## src/hw/rtl/kti_pkg.sv

```systemverilog
`default_nettype none
// ---------------------------------------------------------------------------
// Keyframe tween interpolator package
// Shared widths, codes and word types for the tween unit and its sub-units.
// ---------------------------------------------------------------------------
package kti_pkg;

  // Fraction bits of the curve parameter t and of the easing factor.
  localparam int FRAC_BITS = 16;

  localparam int FRAME_W = 16;
  localparam int VALUE_W = 32;
  localparam int CFG_W   = 16;

  // t and the easing factor run from 0 to one inclusive.
  localparam int T_W  = FRAC_BITS + 1;
  // Multiplier operands reach two, so they carry one more bit.
  localparam int OP_W = FRAC_BITS + 2;
  // Signed multiplicand: covers the 33-bit difference and an easing operand.
  localparam int MCAND_W = (FRAC_BITS + 3 > VALUE_W + 1) ? FRAC_BITS + 3 : VALUE_W + 1;
  localparam int PROD_W  = MCAND_W + OP_W;

  localparam int DIV_CNT_W = $clog2(FRAC_BITS);
  localparam int MUL_CNT_W = $clog2(OP_W);

  localparam logic [OP_W-1:0] ONE_OP = {2'b01, {FRAC_BITS{1'b0}}};
  localparam logic [OP_W-1:0] TWO_OP = {2'b10, {FRAC_BITS{1'b0}}};

  // Request codes.
  localparam logic REQ_RESTART = 1'b0;
  localparam logic REQ_INTERP  = 1'b1;

  // Configuration register indexes.
  typedef logic [1:0] cfg_idx_t;
  localparam cfg_idx_t REG_MIN_FRAME   = 2'd0;
  localparam cfg_idx_t REG_MAX_FRAME   = 2'd1;
  localparam cfg_idx_t REG_EASING_MODE = 2'd2;

  typedef enum logic [1:0] {
    EASE_LINEAR = 2'd0,
    EASE_IN     = 2'd1,
    EASE_OUT    = 2'd2,
    EASE_IN_OUT = 2'd3
  } ease_mode_t;

  // How the easing product is turned into the factor.
  typedef enum logic [1:0] {
    POST_SHIFT,
    POST_HALF,
    POST_UPPER
  } post_t;

  typedef enum logic [2:0] {
    ST_IDLE,
    ST_DIV,
    ST_PREP,
    ST_EASE,
    ST_LAUNCH,
    ST_SCALE,
    ST_OUT
  } kti_state_t;

  typedef struct packed {
    logic                      req_type;
    logic signed [VALUE_W-1:0] start_value;
    logic signed [VALUE_W-1:0] end_value;
    logic                      last_of_frame;
  } kti_in_t;

  typedef struct packed {
    logic signed [VALUE_W-1:0] value;
    logic [FRAME_W-1:0]        frame;
    logic                      last;
  } kti_out_t;

endpackage
`default_nettype wire

```

## src/hw/rtl/kti_divider.sv

```systemverilog
`default_nettype none
// ---------------------------------------------------------------------------
// Serial fraction divider
// Restoring division of frame / max_frame, one quotient bit per cycle.
// The dividend must be below the divisor, so the quotient is a pure fraction.
// ---------------------------------------------------------------------------
module kti_divider import kti_pkg::*; (
  input  wire logic                 clk,
  input  wire logic                 rst_n,
  input  wire logic                 start,
  input  wire logic [FRAME_W-1:0]   dividend,
  input  wire logic [FRAME_W-1:0]   divisor,
  output logic                      done,
  output logic [FRAC_BITS-1:0]      quotient
);

  localparam logic [DIV_CNT_W-1:0] DIV_LAST = DIV_CNT_W'(FRAC_BITS - 1);

  logic                 busy_r, busy_nxt;
  logic                 done_r, done_nxt;
  logic [DIV_CNT_W-1:0] cnt_r, cnt_nxt;
  logic [FRAME_W-1:0]   rem_r, rem_nxt;
  logic [FRAME_W-1:0]   div_r, div_nxt;
  logic [FRAC_BITS-1:0] quot_r, quot_nxt;

  logic [FRAME_W:0] shifted;
  logic [FRAME_W:0] diff;
  logic             fits;

  // One restoring step: double the remainder and try the divisor.
  always_comb begin
    shifted = {rem_r, 1'b0};
    diff    = shifted - {1'b0, div_r};
    fits    = (shifted >= {1'b0, div_r});
  end

  always_comb begin
    busy_nxt = busy_r;
    done_nxt = 1'b0;
    cnt_nxt  = cnt_r;
    rem_nxt  = rem_r;
    div_nxt  = div_r;
    quot_nxt = quot_r;
    if (start) begin
      busy_nxt = 1'b1;
      cnt_nxt  = '0;
      rem_nxt  = dividend;
      div_nxt  = divisor;
      quot_nxt = '0;
    end else if (busy_r) begin
      rem_nxt  = fits ? diff[FRAME_W-1:0] : shifted[FRAME_W-1:0];
      quot_nxt = {quot_r[FRAC_BITS-2:0], fits};
      cnt_nxt  = cnt_r + 1'b1;
      if (cnt_r == DIV_LAST) begin
        busy_nxt = 1'b0;
        done_nxt = 1'b1;
      end
    end
  end

  always_ff @(posedge clk) begin
    if (!rst_n) begin
      busy_r <= 1'b0;
      done_r <= 1'b0;
      cnt_r  <= '0;
    end else begin
      busy_r <= busy_nxt;
      done_r <= done_nxt;
      cnt_r  <= cnt_nxt;
    end
  end

  always_ff @(posedge clk) begin
    rem_r  <= rem_nxt;
    div_r  <= div_nxt;
    quot_r <= quot_nxt;
  end

  assign done     = done_r;
  assign quotient = quot_r;

endmodule
`default_nettype wire

```

## src/hw/rtl/kti_serial_mult.sv

```systemverilog
`default_nettype none
// ---------------------------------------------------------------------------
// Serial shift-add multiplier
// Signed multiplicand times unsigned multiplier, one multiplier bit per cycle,
// least significant bit first.
// ---------------------------------------------------------------------------
module kti_serial_mult import kti_pkg::*; (
  input  wire logic                      clk,
  input  wire logic                      rst_n,
  input  wire logic                      start,
  input  wire logic signed [MCAND_W-1:0] mcand,
  input  wire logic [OP_W-1:0]           mplier,
  output logic                           done,
  output logic signed [PROD_W-1:0]       product
);

  localparam logic [MUL_CNT_W-1:0] MUL_LAST = MUL_CNT_W'(OP_W - 1);

  logic                      busy_r, busy_nxt;
  logic                      done_r, done_nxt;
  logic [MUL_CNT_W-1:0]      cnt_r, cnt_nxt;
  logic signed [MCAND_W-1:0] mcand_r, mcand_nxt;
  logic [PROD_W-1:0]         prod_r, prod_nxt;

  logic [MCAND_W-1:0] hi;
  logic [MCAND_W-1:0] addend;
  logic [MCAND_W:0]   sum;

  // Add the multiplicand into the upper half when the low bit is set,
  // then shift the whole product right by one.
  always_comb begin
    hi     = prod_r[PROD_W-1:OP_W];
    addend = prod_r[0] ? mcand_r : '0;
    sum    = {hi[MCAND_W-1], hi} + {addend[MCAND_W-1], addend};
  end

  always_comb begin
    busy_nxt  = busy_r;
    done_nxt  = 1'b0;
    cnt_nxt   = cnt_r;
    mcand_nxt = mcand_r;
    prod_nxt  = prod_r;
    if (start) begin
      busy_nxt  = 1'b1;
      cnt_nxt   = '0;
      mcand_nxt = mcand;
      prod_nxt  = {{MCAND_W{1'b0}}, mplier};
    end else if (busy_r) begin
      prod_nxt = {sum, prod_r[OP_W-1:1]};
      cnt_nxt  = cnt_r + 1'b1;
      if (cnt_r == MUL_LAST) begin
        busy_nxt = 1'b0;
        done_nxt = 1'b1;
      end
    end
  end

  always_ff @(posedge clk) begin
    if (!rst_n) begin
      busy_r <= 1'b0;
      done_r <= 1'b0;
      cnt_r  <= '0;
    end else begin
      busy_r <= busy_nxt;
      done_r <= done_nxt;
      cnt_r  <= cnt_nxt;
    end
  end

  always_ff @(posedge clk) begin
    mcand_r <= mcand_nxt;
    prod_r  <= prod_nxt;
  end

  assign done    = done_r;
  assign product = prod_r;

endmodule
`default_nettype wire

```

## src/hw/rtl/keyframe_tween_interpolator_unit.sv

```systemverilog
`default_nettype none
// ---------------------------------------------------------------------------
// Keyframe tween interpolator
// Frame counter, serial t = frame/max_frame, easing curve and serial scaling
// of (end - start), giving one interpolated Q16.16 component per word.
// ---------------------------------------------------------------------------
// Usage:
//   in_*  : request words (restart, or interpolate one component). One word
//           is in work at a time; in_ready is high only while idle.
//   out_* : one result word per request, held in an output register until
//           taken, so a stalled receiver only delays the next request.
//   cfg_* : register writes (min_frame, max_frame, easing_mode), always
//           ready; write only while no request is in flight.
// A restart goes straight to the output register. An interpolation runs the
// bit-serial divider (one quotient bit a cycle), then, for an easing curve,
// one pass of the shared shift-add multiplier for the easing factor, and
// last a scaling pass (one multiplier bit a cycle); the linear curve takes
// the scaling pass only. A saturated t (frame at or beyond max_frame) skips
// the divider. The next request can be taken at the same edge as the first
// chance to take the result.
// Reset (rst_n low, synchronous) loads the register defaults, clears the
// frame counter and empties the output register.
// ---------------------------------------------------------------------------
module keyframe_tween_interpolator_unit import kti_pkg::*; (
  input  wire logic               clk,
  input  wire logic               rst_n,
  input  wire logic               in_valid,
  output logic                    in_ready,
  input  wire kti_in_t            in_word,
  output logic                    out_valid,
  input  wire logic               out_ready,
  output kti_out_t                out_word,
  input  wire logic               cfg_valid,
  output logic                    cfg_ready,
  input  wire cfg_idx_t           cfg_index,
  input  wire logic [CFG_W-1:0]   cfg_data
);

  kti_state_t state_r, state_nxt;

  // Configuration and frame state.
  logic [FRAME_W-1:0] min_frame_r;
  logic [FRAME_W-1:0] max_frame_r;
  ease_mode_t         mode_r;
  logic [FRAME_W-1:0] counter_r;

  // Per-word working registers.
  logic signed [VALUE_W-1:0] start_r;
  logic signed [VALUE_W:0]   delta_r;
  logic [FRAME_W-1:0]        frame_r;
  logic                      last_r;
  logic [T_W-1:0]            t_r;
  logic [T_W-1:0]            f_r;
  post_t                     post_r, post_sel;
  logic signed [VALUE_W-1:0] res_r;

  logic     out_valid_r;
  kti_out_t out_word_r;

  // Handshake and control.
  logic in_acc, cfg_acc, out_load, saturate;
  logic div_start, div_done;
  logic [FRAC_BITS-1:0] quotient;
  logic mul_start, mul_done, mul_scale;
  logic signed [MCAND_W-1:0] mul_mcand;
  logic [OP_W-1:0]           mul_mplier;
  logic signed [PROD_W-1:0]  mul_product;

  // Easing operands and product post-processing.
  logic [OP_W-1:0] t_op, u_op, v_op, ease_a, ease_b;
  logic            u_low;
  logic [PROD_W-1:0] prod_u;
  logic [OP_W-1:0] sh_f, sh_f1, f_raw, f_clamp;
  logic [OP_W:0]   upper_sum;
  logic [VALUE_W-1:0] scaled;

  assign in_ready  = (state_r == ST_IDLE);
  assign cfg_ready = 1'b1;
  assign in_acc    = in_valid && in_ready;
  assign cfg_acc   = cfg_valid && cfg_ready;
  assign out_load  = (state_r == ST_OUT) && (!out_valid_r || out_ready);
  assign saturate  = (max_frame_r == '0) || (counter_r >= max_frame_r);

  // Easing operand selection from t.
  always_comb begin
    t_op     = {1'b0, t_r};
    u_op     = {t_r, 1'b0};
    u_low    = (u_op < ONE_OP);
    v_op     = u_op - ONE_OP;
    ease_a   = t_op;
    ease_b   = t_op;
    post_sel = POST_SHIFT;
    case (mode_r)
      EASE_IN: begin
        ease_a = t_op;
        ease_b = t_op;
      end
      EASE_OUT: begin
        ease_a = t_op;
        ease_b = TWO_OP - t_op;
      end
      EASE_IN_OUT: begin
        if (u_low) begin
          ease_a   = u_op;
          ease_b   = u_op;
          post_sel = POST_HALF;
        end else begin
          ease_a   = v_op;
          ease_b   = TWO_OP - v_op;
          post_sel = POST_UPPER;
        end
      end
      default: begin
        ease_a = t_op;
        ease_b = t_op;
      end
    endcase
  end

  // Shared multiplier input: easing product or the final scaling.
  always_comb begin
    if (mul_scale) begin
      mul_mcand  = MCAND_W'(delta_r);
      mul_mplier = {1'b0, f_r};
    end else begin
      mul_mcand  = MCAND_W'(ease_b);
      mul_mplier = ease_a;
    end
  end

  // Turn the easing product into the factor, clamped to one.
  always_comb begin
    prod_u    = mul_product;
    sh_f      = prod_u[FRAC_BITS +: OP_W];
    sh_f1     = prod_u[FRAC_BITS + 1 +: OP_W];
    upper_sum = {1'b0, ONE_OP} + {1'b0, sh_f};
    case (post_r)
      POST_HALF:  f_raw = sh_f1;
      POST_UPPER: f_raw = upper_sum[OP_W:1];
      default:    f_raw = sh_f;
    endcase
    f_clamp = (f_raw > ONE_OP) ? ONE_OP : f_raw;
    // Floor shift of the signed product, low word only.
    scaled  = prod_u[FRAC_BITS +: VALUE_W];
  end

  // Sequencer: next state and unit starts.
  always_comb begin
    state_nxt = state_r;
    div_start = 1'b0;
    mul_start = 1'b0;
    mul_scale = 1'b0;
    case (state_r)
      ST_IDLE: begin
        if (in_acc) begin
          if (in_word.req_type == REQ_RESTART) begin
            state_nxt = ST_OUT;
          end else if (saturate) begin
            state_nxt = ST_PREP;
          end else begin
            div_start = 1'b1;
            state_nxt = ST_DIV;
          end
        end
      end
      ST_DIV: begin
        if (div_done) begin
          state_nxt = ST_PREP;
        end
      end
      ST_PREP: begin
        if (mode_r == EASE_LINEAR) begin
          state_nxt = ST_LAUNCH;
        end else begin
          mul_start = 1'b1;
          state_nxt = ST_EASE;
        end
      end
      ST_EASE: begin
        if (mul_done) begin
          state_nxt = ST_LAUNCH;
        end
      end
      ST_LAUNCH: begin
        mul_scale = 1'b1;
        mul_start = 1'b1;
        state_nxt = ST_SCALE;
      end
      ST_SCALE: begin
        if (mul_done) begin
          state_nxt = ST_OUT;
        end
      end
      ST_OUT: begin
        if (out_load) begin
          state_nxt = ST_IDLE;
        end
      end
      default: begin
        state_nxt = ST_IDLE;
      end
    endcase
  end

  always_ff @(posedge clk) begin
    if (!rst_n) begin
      state_r <= ST_IDLE;
    end else begin
      state_r <= state_nxt;
    end
  end

  // Configuration registers and the frame counter.
  always_ff @(posedge clk) begin
    if (!rst_n) begin
      min_frame_r <= '0;
      max_frame_r <= FRAME_W'(60);
      mode_r      <= EASE_LINEAR;
      counter_r   <= '0;
    end else begin
      if (cfg_acc) begin
        case (cfg_index)
          REG_MIN_FRAME:   min_frame_r <= cfg_data[FRAME_W-1:0];
          REG_MAX_FRAME:   max_frame_r <= cfg_data[FRAME_W-1:0];
          REG_EASING_MODE: mode_r      <= ease_mode_t'(cfg_data[1:0]);
          default: begin
          end
        endcase
      end
      if (in_acc) begin
        if (in_word.req_type == REQ_RESTART) begin
          counter_r <= min_frame_r;
        end else if (in_word.last_of_frame) begin
          counter_r <= (counter_r < max_frame_r) ? counter_r + 1'b1 : min_frame_r;
        end
      end
    end
  end

  // Working registers of the word in flight.
  always_ff @(posedge clk) begin
    if (in_acc) begin
      start_r <= in_word.start_value;
      delta_r <= {in_word.end_value[VALUE_W-1], in_word.end_value}
               - {in_word.start_value[VALUE_W-1], in_word.start_value};
      last_r  <= in_word.last_of_frame;
      if (in_word.req_type == REQ_RESTART) begin
        frame_r <= min_frame_r;
        res_r   <= '0;
      end else begin
        frame_r <= counter_r;
        t_r     <= {1'b1, {FRAC_BITS{1'b0}}};
      end
    end
    if (state_r == ST_DIV && div_done) begin
      t_r <= {1'b0, quotient};
    end
    if (state_r == ST_PREP) begin
      post_r <= post_sel;
      if (mode_r == EASE_LINEAR) begin
        f_r <= t_r;
      end
    end
    if (state_r == ST_EASE && mul_done) begin
      f_r <= f_clamp[T_W-1:0];
    end
    if (state_r == ST_SCALE && mul_done) begin
      res_r <= start_r + $signed(scaled);
    end
  end

  // Output register.
  always_ff @(posedge clk) begin
    if (!rst_n) begin
      out_valid_r <= 1'b0;
    end else if (out_load) begin
      out_valid_r <= 1'b1;
    end else if (out_ready) begin
      out_valid_r <= 1'b0;
    end
  end

  always_ff @(posedge clk) begin
    if (out_load) begin
      out_word_r.value <= res_r;
      out_word_r.frame <= frame_r;
      out_word_r.last  <= last_r;
    end
  end

  assign out_valid = out_valid_r;
  assign out_word  = out_word_r;

  kti_divider u_div (
    .clk      (clk),
    .rst_n    (rst_n),
    .start    (div_start),
    .dividend (counter_r),
    .divisor  (max_frame_r),
    .done     (div_done),
    .quotient (quotient)
  );

  kti_serial_mult u_mult (
    .clk     (clk),
    .rst_n   (rst_n),
    .start   (mul_start),
    .mcand   (mul_mcand),
    .mplier  (mul_mplier),
    .done    (mul_done),
    .product (mul_product)
  );

endmodule
`default_nettype wire

```

## config.mk

```make
export PLATFORM = sky130hd
export DESIGN_NAME = keyframe_tween_interpolator_unit
export DESIGN_NICKNAME = d
export VERILOG_FILES = /design/src/hw/rtl/kti_pkg.sv /design/src/hw/rtl/kti_divider.sv /design/src/hw/rtl/kti_serial_mult.sv /design/src/hw/rtl/keyframe_tween_interpolator_unit.sv
export SDC_FILE = /design/constraint.sdc
export NUM_CORES = 1
export LEC_CHECK = 0
export BUFFER_PORTS_ARGS = -buffer_cell sky130_fd_sc_hd__buf_2
export CAP_MARGIN = 20
export CORE_UTILIZATION = 40
export CTS_CLUSTER_DIAMETER = 30
export DETAILED_ROUTE_END_ITERATION = 10
export PLACE_DENSITY = 0.64
export SETUP_SLACK_MARGIN = 0.2
export SLEW_MARGIN = 20
export SYNTH_ARGS = -nofsm -noshare
export SYNTH_HDL_FRONTEND = slang
export SYNTH_HIERARCHICAL = 1
export SYNTH_SLANG_ARGS = --single-unit
```

## constraint.sdc

```tcl
create_clock -name clk -period 30.9 [get_ports clk]
set_input_delay 4.635 -clock clk [delete_from_list [all_inputs] [get_ports clk]]
set_output_delay 4.635 -clock clk [all_outputs]
set_load 0.1 [all_outputs]
```

==> summary.md, run 1 <==
| Metric | Value |
|---|---|
| Detailed Route Iter0 Violations | `roughly 1600` |
| DRT antenna net count | `0` |
| DP Cell Count | `3114` |
| Antenna violations before repair | `1` |
| Syn avg cell area | `9.948 um^2` |
| Overflow left after global routing | `0` |
| Die extent in y | `242.1 um` |
| Reg clk slew, reported paths | `about 0.050 ns` |
| Detailed-route DRC error count | `0` |
| GPL Wtd Cong | `0.9467` |
| Post-Route WL | `67.46 mm` |
| Largest cells by area after synthesis | `edfxtp_1 (37%), dfxtp_1 (10%), ha_1 (7.5%)` |
| Worst Hold Class | `flop to flop` |
| Vias in the first global route | `17990` |
| Port Buffers | `139` |
| Worst Tran Pin Value | `1.110 ns` |
| Detailed Routing Iterations Pass 1 | `5` |
| Finish-stage setup viols | `0` |
| Area share of fa/ha/maj cells after synthesis | `slightly below 8%` |
| Layout cell share with drive strength beyond 1 | `15.66%` |
| Rows | `87` |
| Hold Vio Cnt, Final | `0` |
| Worst EP required | `31.24 ns` |
| Die Wd | `242.1 um` |
| Post_cts resized | `0` |
| Arrival time at the worst endpoint | `7.73 ns` |
| Startpoint types | `primary input` |
| TritonCTS Buffers | `94` |
| Ys async rst share | `0%` |
| Routed wire length per instance | `20.50 um` |
| Maximum fanout along the worst path | `4` |
| Clk root buf | `clkbuf_16` |
| Multiplexer share of the synthesized area | `4.026%` |
| DPL Wire Length | `49.01 mm` |
| Via count | `between 15000 and 20000` |
| Synth warn | `6` |
| Finished Layout Cells | `3291` |
| Global-route wire length before repair | `102.9 mm` |
| Outcome | `finished, final reports clean` |
| DIE AREA | `0.05861 mm^2` |
| Number of synthesized flops with an enable pin | `281` |
| Synth Area in Simple Gates | `15.90%` |
| Synth Area in Compound Gates | `between 10% and 20%` |
| NumNets Final | `2686` |
| Setup crit end kind | `flop` |
| N_diodes | `0` |
| Register area share after synthesis | `46.75%` |
| Largest net degree at the start of global routing | `between 80 and 90` |
| Unrepaired setup endpoints after global routing | `no` |
| Syn_nets | `2550` |
| # fillers | `5173` |
| Max IR drop VDD | `approximately 0.060 mV` |
| Max_slew headroom | `25.51%` |
| Clk Latency, worst-skew pair | `0.63 ns` |
| Vias/cell | `5.659` |
| H-Tree Depth | `3` |
| Hold_sp | `res_r[0]` |
| Critical path origin | `in_word[1]` |
| Clk sinks | `~400` |
| Post-synth top area cell | `edfxtp_1` |
| Crit path kind | `primary input to flop` |
| Area added between synthesis and finish | `19.85%` |
| XOR/XNOR Fraction of Synth Area | `under 10%` |
| Post-Syn Instances | `approximately 2300` |
| Clk buf depth | `3` |
| Largest family of logic cells by synthesized area | `compound AO/OA/AOI/OAI gates` |
| Total setup buffers inserted after CTS | `0` |
| Hold_buf cts | `0` |
| Mapped Area | `0.02306 mm^2` |
| Synth top area share | `36.59%` |
| Fin. max-slew vios | `0` |
| Pwr/cell area | `101.6 mW/mm^2` |
| Lkg Pwr | `10.97 nW` |
| Fmax | `roughly 140 MHz` |
| Final setup TNS | `0 ns` |
| Top-Level Pins | `141` |
| Number of library cell types mapped by synthesis | `93` |
| #FFs+latches synth | `398` |
| CTS tree | `yes` |
| Global Route Usage Sum | `approximately 22%` |
| Fin crit period | `7.384 ns` |
| Hold Worst Slack | `0.4072 ns` |
| RR Startpoint | `counter_r[9]` |
| Period utilisation layout | `roughly a quarter` |
| Starting Density | `roughly two fifths` |
| Most used flip-flop cell after synthesis | `edfxtp_1` |
| Core area | `0.05671 mm^2` |
| Max-cap violations | `0` |
| Final Skew | `~0.03 ns` |
## cell families after synthesis
family / Yosys count
simple gates: 752
flops: 398
mux: 88
compound gates: 596
xor+xnor: 104
fa+ha+maj: 143
other cells: 1
buf+inv: 236
## state kept, by name, indices dropped and copies added, names as in the netlist, 17 cells and up
register and count:
u_mult/mcand_r 33, f_r 17, delta_r 33, res_r 32, out_word 49, t_r 17
start_r 32, u_mult/product 51
## worst max-delay path: stages
cell and delay, ns:
buf_2 0.08, inv_1 0.03, ha_1 0.21, fa_1 0.40
nand2b_1 0.19, a21oi_1 0.55, o2111a_1 0.34, o21ai_0 0.14
a31oi_1 0.30, o22ai_1 0.18, o21a_1 0.24, o21ai_0 0.28
o221ai_1 0.15
## report_power, final
| part | internal (mW) | switching, mW |
|---|---|---|
| clock network | 0.670 | 0.328 |
| registers | 0.750 | 0.108 |
| logic | 0.342 | 0.610 |
## Yosys cell counts, types with 22 or more instances
cell type    n
a211oi_1    22
a21boi_0    27
a21o_1      52
a21oi_1    125
a22oi_1     23
and2_1      79
clkbuf_1    93
dfxtp_1    117
edfxtp_1   281
ha_1       139
inv_1      117
mux2_2      38
mux2i_1     50
nand2_1    234
nand3_1     34
nand4_1     32
nor2_1     191
nor2b_1     27
nor3_1      41
o21a_1      25
o21ai_0    140
xnor2_1     55
xor2_1      49
## per-stage QoR
| stage | area, um^2 | utilization (%) | total power, mW | setup slack [ns] |
|---|---|---|---|---|
| after global placement | 24370 | 42.98 | 1.782 | 22.97 |
| final | 27640 | 48.73 | 2.809 | 23.52 |
| after global routing | 27640 | 48.73 | 2.949 | 23.32 |
| after detailed placement | 24380 | 42.98 | 1.800 | 22.94 |
| after CTS | 27640 | 48.73 | 2.811 | 23.57 |
| after floorplan | 23060 | - | 1.546 | 17.62 |
## cell type report
cell class,count,area [um^2],share of cell area (%)
Multi-Input combinational cell,1684,11370,41.14
Sequential cell,398,10780,39.01
Clock buffer,116,2571,9.303
Tap cell,756,945.9,3.423
Timing Repair Buffer,158,838.3,3.033
Clock inverter,61,689.4,2.494
Inverter,118,442.9,1.603
## path summary, 6_finish.rpt
| path | endpoint | slack (ns) | cells past startpoint |
|---|---|---|---|
| max | delta_r[32] | 23.52 | 13 |
| min | out_word[17] | 0.41 | 0 |
| max reg2reg | u_div/rem_r[14] | 26.54 | 12 |
| min reg2reg | out_word[17] | 0.41 | 0 |
## routing by layer
| metal | part of all wire [%] | GRT usage [%] | up-vias | routed length (um) |
|---|---|---|---|---|
| met5 | 0.019 | 0 | - | 13 |
| met4 | 3.3 | 8.712 | 2 | 2254 |
| met3 | 7.1 | 5.074 | 134 | 4775 |
| met2 | 46 | 35.85 | 710 | 30990 |
| met1 | 44 | 29.58 | 8961 | 29420 |
| li1 | - | - | 8816 | - |
## cell usage in the layout (no fill, tap or decap), types with 11 or more instances in the layout
cell / n
a211oi_1: 22
nor4_1: 14
inv_1: 117
buf_2: 139
nand4_1: 32
nor3_1: 41
buf_4: 19
dfxtp_1: 117
o31ai_1: 19
nor2b_1: 26
nand3_1: 34
nand4b_1: 11
xnor2_1: 55
mux2i_1: 50
clkbuf_1: 14
and3_1: 19
xor2_1: 49
clkbuf_16: 99
ha_1: 139
mux2_2: 38
nand2b_1: 17
a221oi_1: 16
nor2_1: 189
a21o_1: 52
and2_1: 78
clkinv_2: 15
a21oi_1: 125
a22oi_1: 23
a31oi_1: 21
edfxtp_1: 281
clkinvlp_4: 12
o21ai_0: 140
o211ai_1: 19
a21boi_0: 27
o21a_1: 25
nand2_1: 233
(Power assumes the default switching activity.)
==> run 2, diff against run 1 <==
- ABC_AREA: default -> 1
- clock period: 30.9 -> 7.3 ns (I/O delays scaled with it)
==> run 2 against run 1 <==
  * Critical path type is now flop to flop
  * Synthesized cell count up 39%
  * Critical endpoint is now u_mult/product[9]
  * Highest routed layer unchanged
  * Final area up 6.4%
  * First-iteration DRC count up 33%
  * Die area increased by 7.4%
  * Worst setup slack worse by 20 ns
  * Cell count is 29% higher
==> summary.md, run 2 <==
| Metric | Value |
|---|---|
| Post_cts resized | `0` |
| Area added between synthesis and finish | `18.63%` |
| N_diodes | `0` |
| Hold Worst Slack | `about 0.36 ns` |
| Most frequent cells in the layout | `nand2_1 (850), inv_1 (497), nor2_1 (319)` |
| Starting Density | `40.76%` |
| Unrepaired setup endpoints after global routing | `no` |
| Clk root buf | `clkbuf_16` |
| Arrival time at the worst endpoint | `approximately 4.3 ns` |
| Hold Vio Cnt, Final | `0` |
| Finish-stage setup viols | `0` |
| Worst Tran Pin Value | `1.057 ns` |
| Vias in the first global route | `between 20000 and 25000` |
| Total Power | `12.59 mW` |
| Top-Level Pins | `141` |
| Pwr/cell area | `around 430 mW/mm^2` |
| Ys async rst share | `0%` |
| Area of the multi-input gates | `0.01168 mm^2` |
| Register area share after synthesis | `a little over two fifths` |
| Largest cells by area after synthesis | `edfxtp_1 (34%), nand2_1 (13%), dfxtp_1 (9.5%)` |
| Largest register FFs | `51` |
| Overflow left after global routing | `0` |
| Max_slew headroom | `29.51%` |
| Commonest non-fill, non-tap cell in the layout | `nand2_1` |
| Layout cell share with drive strength beyond 1 | `a little under an eighth` |
| Total setup buffers inserted after CTS | `0` |
| Count leader, synth | `nand2_1` |
| DRT antenna net count | `0` |
| Antenna violations before repair | `1` |
| Outcome | `finished, final reports clean` |
| Post-Syn Instances | `roughly 3200` |
| Reg clk slew, reported paths | `0.04 ns` |
| Max-cap violations | `0` |
| Clk buf depth | `3` |
| Detailed Route Iter0 Violations | `2133` |
| # fillers | `approximately 5900` |
| Flip-flop and latch area | `0.01078 mm^2` |
| List of most frequent post-synthesis cells | `nand2_1 (851), inv_1 (498), nor2_1 (320), edfxtp_1 (281), a21oi_1 (218)` |
| Most used flip-flop cell after synthesis | `edfxtp_1` |
| Worst Hold Class | `flop to flop` |
| Largest net degree at the start of global routing | `72` |
| H-Tree Depth | `3` |
| Finished layout cell area | `0.02940 mm^2` |
| Synth warn | `6` |
| GPL Wtd Cong | `0.9304` |
| Syn avg cell area | `7.688 um^2` |
| Core area | `0.06081 mm^2` |
| Syn_nets | `~3500` |
| DIE AREA | `0.06296 mm^2` |
| #FFs+latches synth | `398` |
| Global-route wire length before repair | `111.1 mm` |
| Die Wd | `250.9 um` |
| Startpoint types | `flop` |
| Finished Layout Cells | `4257` |
| Synth top area share | `approximately a third` |
| Maximum fanout along the worst path | `71` |
| Fmax | `247.8 MHz` |
| Post-synth top area cell | `edfxtp_1` |
| Mapped Area | `about 0.025 mm^2` |
| CTS tree | `yes` |
| DPL Wire Length | `54.08 mm` |
| Period utilisation layout | `55.29%` |
| DP Cell Count | `4083` |
| Number of library cell types mapped by synthesis | `63` |
| Clk Latency, worst-skew pair | `0.66 ns` |
| Detailed-route DRC error count | `0` |
| Detailed Routing Iterations Pass 1 | `6` |
| Fin. max-slew vios | `0` |
| Setup crit end kind | `flop` |
| Global Route Usage Sum | `22.52%` |
| Die extent in y | `approximately 250 um` |
| Routed wire length per instance | `~17 um` |
| Max IR drop VDD | `0.2254 mV` |
| Worst EP required | `~7.6 ns` |
| Rows | `90` |
| Final setup TNS | `0 ns` |
| Port Buffers | `139` |
| Lkg Pwr | `13.46 nW` |
| Final Skew | `0.05845 ns` |
| TritonCTS Buffers | `93` |
| NumNets Final | `about 3600` |
| Crit path kind | `flop to flop` |
| Clk sinks | `398` |
| Via count | `roughly 22000` |
| Hold_buf cts | `0` |
| Fin crit period | `4.036 ns` |
| Number of synthesized flops with an enable pin | `281` |
| Vias/cell | `5.099` |
| Post-Route WL | `71.06 mm` |
| Area of placed instances | `between 0.02 and 0.03 mm^2` |
==> run 2: cell count changes after synthesis, sizes merged, moves of 37 or more <==
cell / previous run / this run
nand3: 34 / 191
mux2: 38 / 0
and2: 81 / 2
nand2: 234 / 874
a21oi: 129 / 219
nor2: 192 / 335
mux2i: 50 / 0
clkbuf: 94 / 37
inv: 117 / 515
a21o: 53 / 16
==> run 2: area by class of cell <==
class	instances	share of cell area, %
Tap cell	782	3.328
Sequential cell	398	36.67
Inverter	520	6.651
Clock buffer	109	8.430
Clock inverter	65	2.575
Multi-Input combinational cell	2234	39.73
Timing Repair Buffer	149	2.621
==> run 2: routing by layer <==
| layer | routed length [um] | global-route usage [%] | vias to the layer above |
|---|---|---|---|
| li1 | - | - | 10959 |
| met5 | 13 | 0 | - |
| met2 | 29910 | 33.10 | 685 |
| met4 | 1370 | 7.021 | 2 |
| met1 | 35060 | 33.62 | 9971 |
| met3 | 4709 | 3.603 | 91 |
==> run 2: path summary, 6_finish.rpt <==
| path | from | endpoint | slack [ns] | depth (start not counted) |
|---|---|---|---|---|
| setup / recovery | state_r[0] | u_mult/product[9] | 3.26 | 9 |
| hold / removal | res_r[9] | out_word[26] | 0.36 | 0 |
| setup reg to reg | state_r[0] | u_mult/product[9] | 3.26 | 9 |
| hold reg to reg | res_r[9] | out_word[26] | 0.36 | 0 |
==> run 2: metrics by stage <==
step / setup WS (ns) / utilization [%]
after floorplan: 0.9196 / -
after global placement: 3.347 / 43.03
after detailed placement: 3.303 / 43.03
after CTS: 3.293 / 48.35
after global routing: 2.865 / 48.35
final: 3.264 / 48.35
==> run 2: worst max-delay path, cell delays in order (launching register included) <==
cell and delay, ns:
dfxtp_1 0.36, nor2_1 0.19, nand2_2 0.06, buf_4 0.30, inv_1 0.81, nor2_1 0.18, inv_2 0.10, buf_4 0.64
nor2_1 0.31, inv_1 0.62
==> run 2: cells by family (layout without fill, tap and decap cells) <==
logic type	after synthesis	count (layout)	share of synthesized area, %
fa+ha+maj	143	143	7.340
flops	398	398	43.50
compound gates	523	523	11.96
buf+inv	592	843	9.440
other cells	1	1	0.01513
simple gates	1508	1508	25.67
xor+xnor	59	59	2.085
==> run 2: report_power, final <==
| part | internal (mW) | switching (mW) | leakage (nW) |
|---|---|---|---|
| Combinational | 1.47 | 3.32 | 8.30 |
| Clock | 2.72 | 1.43 | 1.57 |
| Sequential | 3.21 | 0.445 | 3.59 |
| Total | 7.40 | 5.19 | 13.5 |
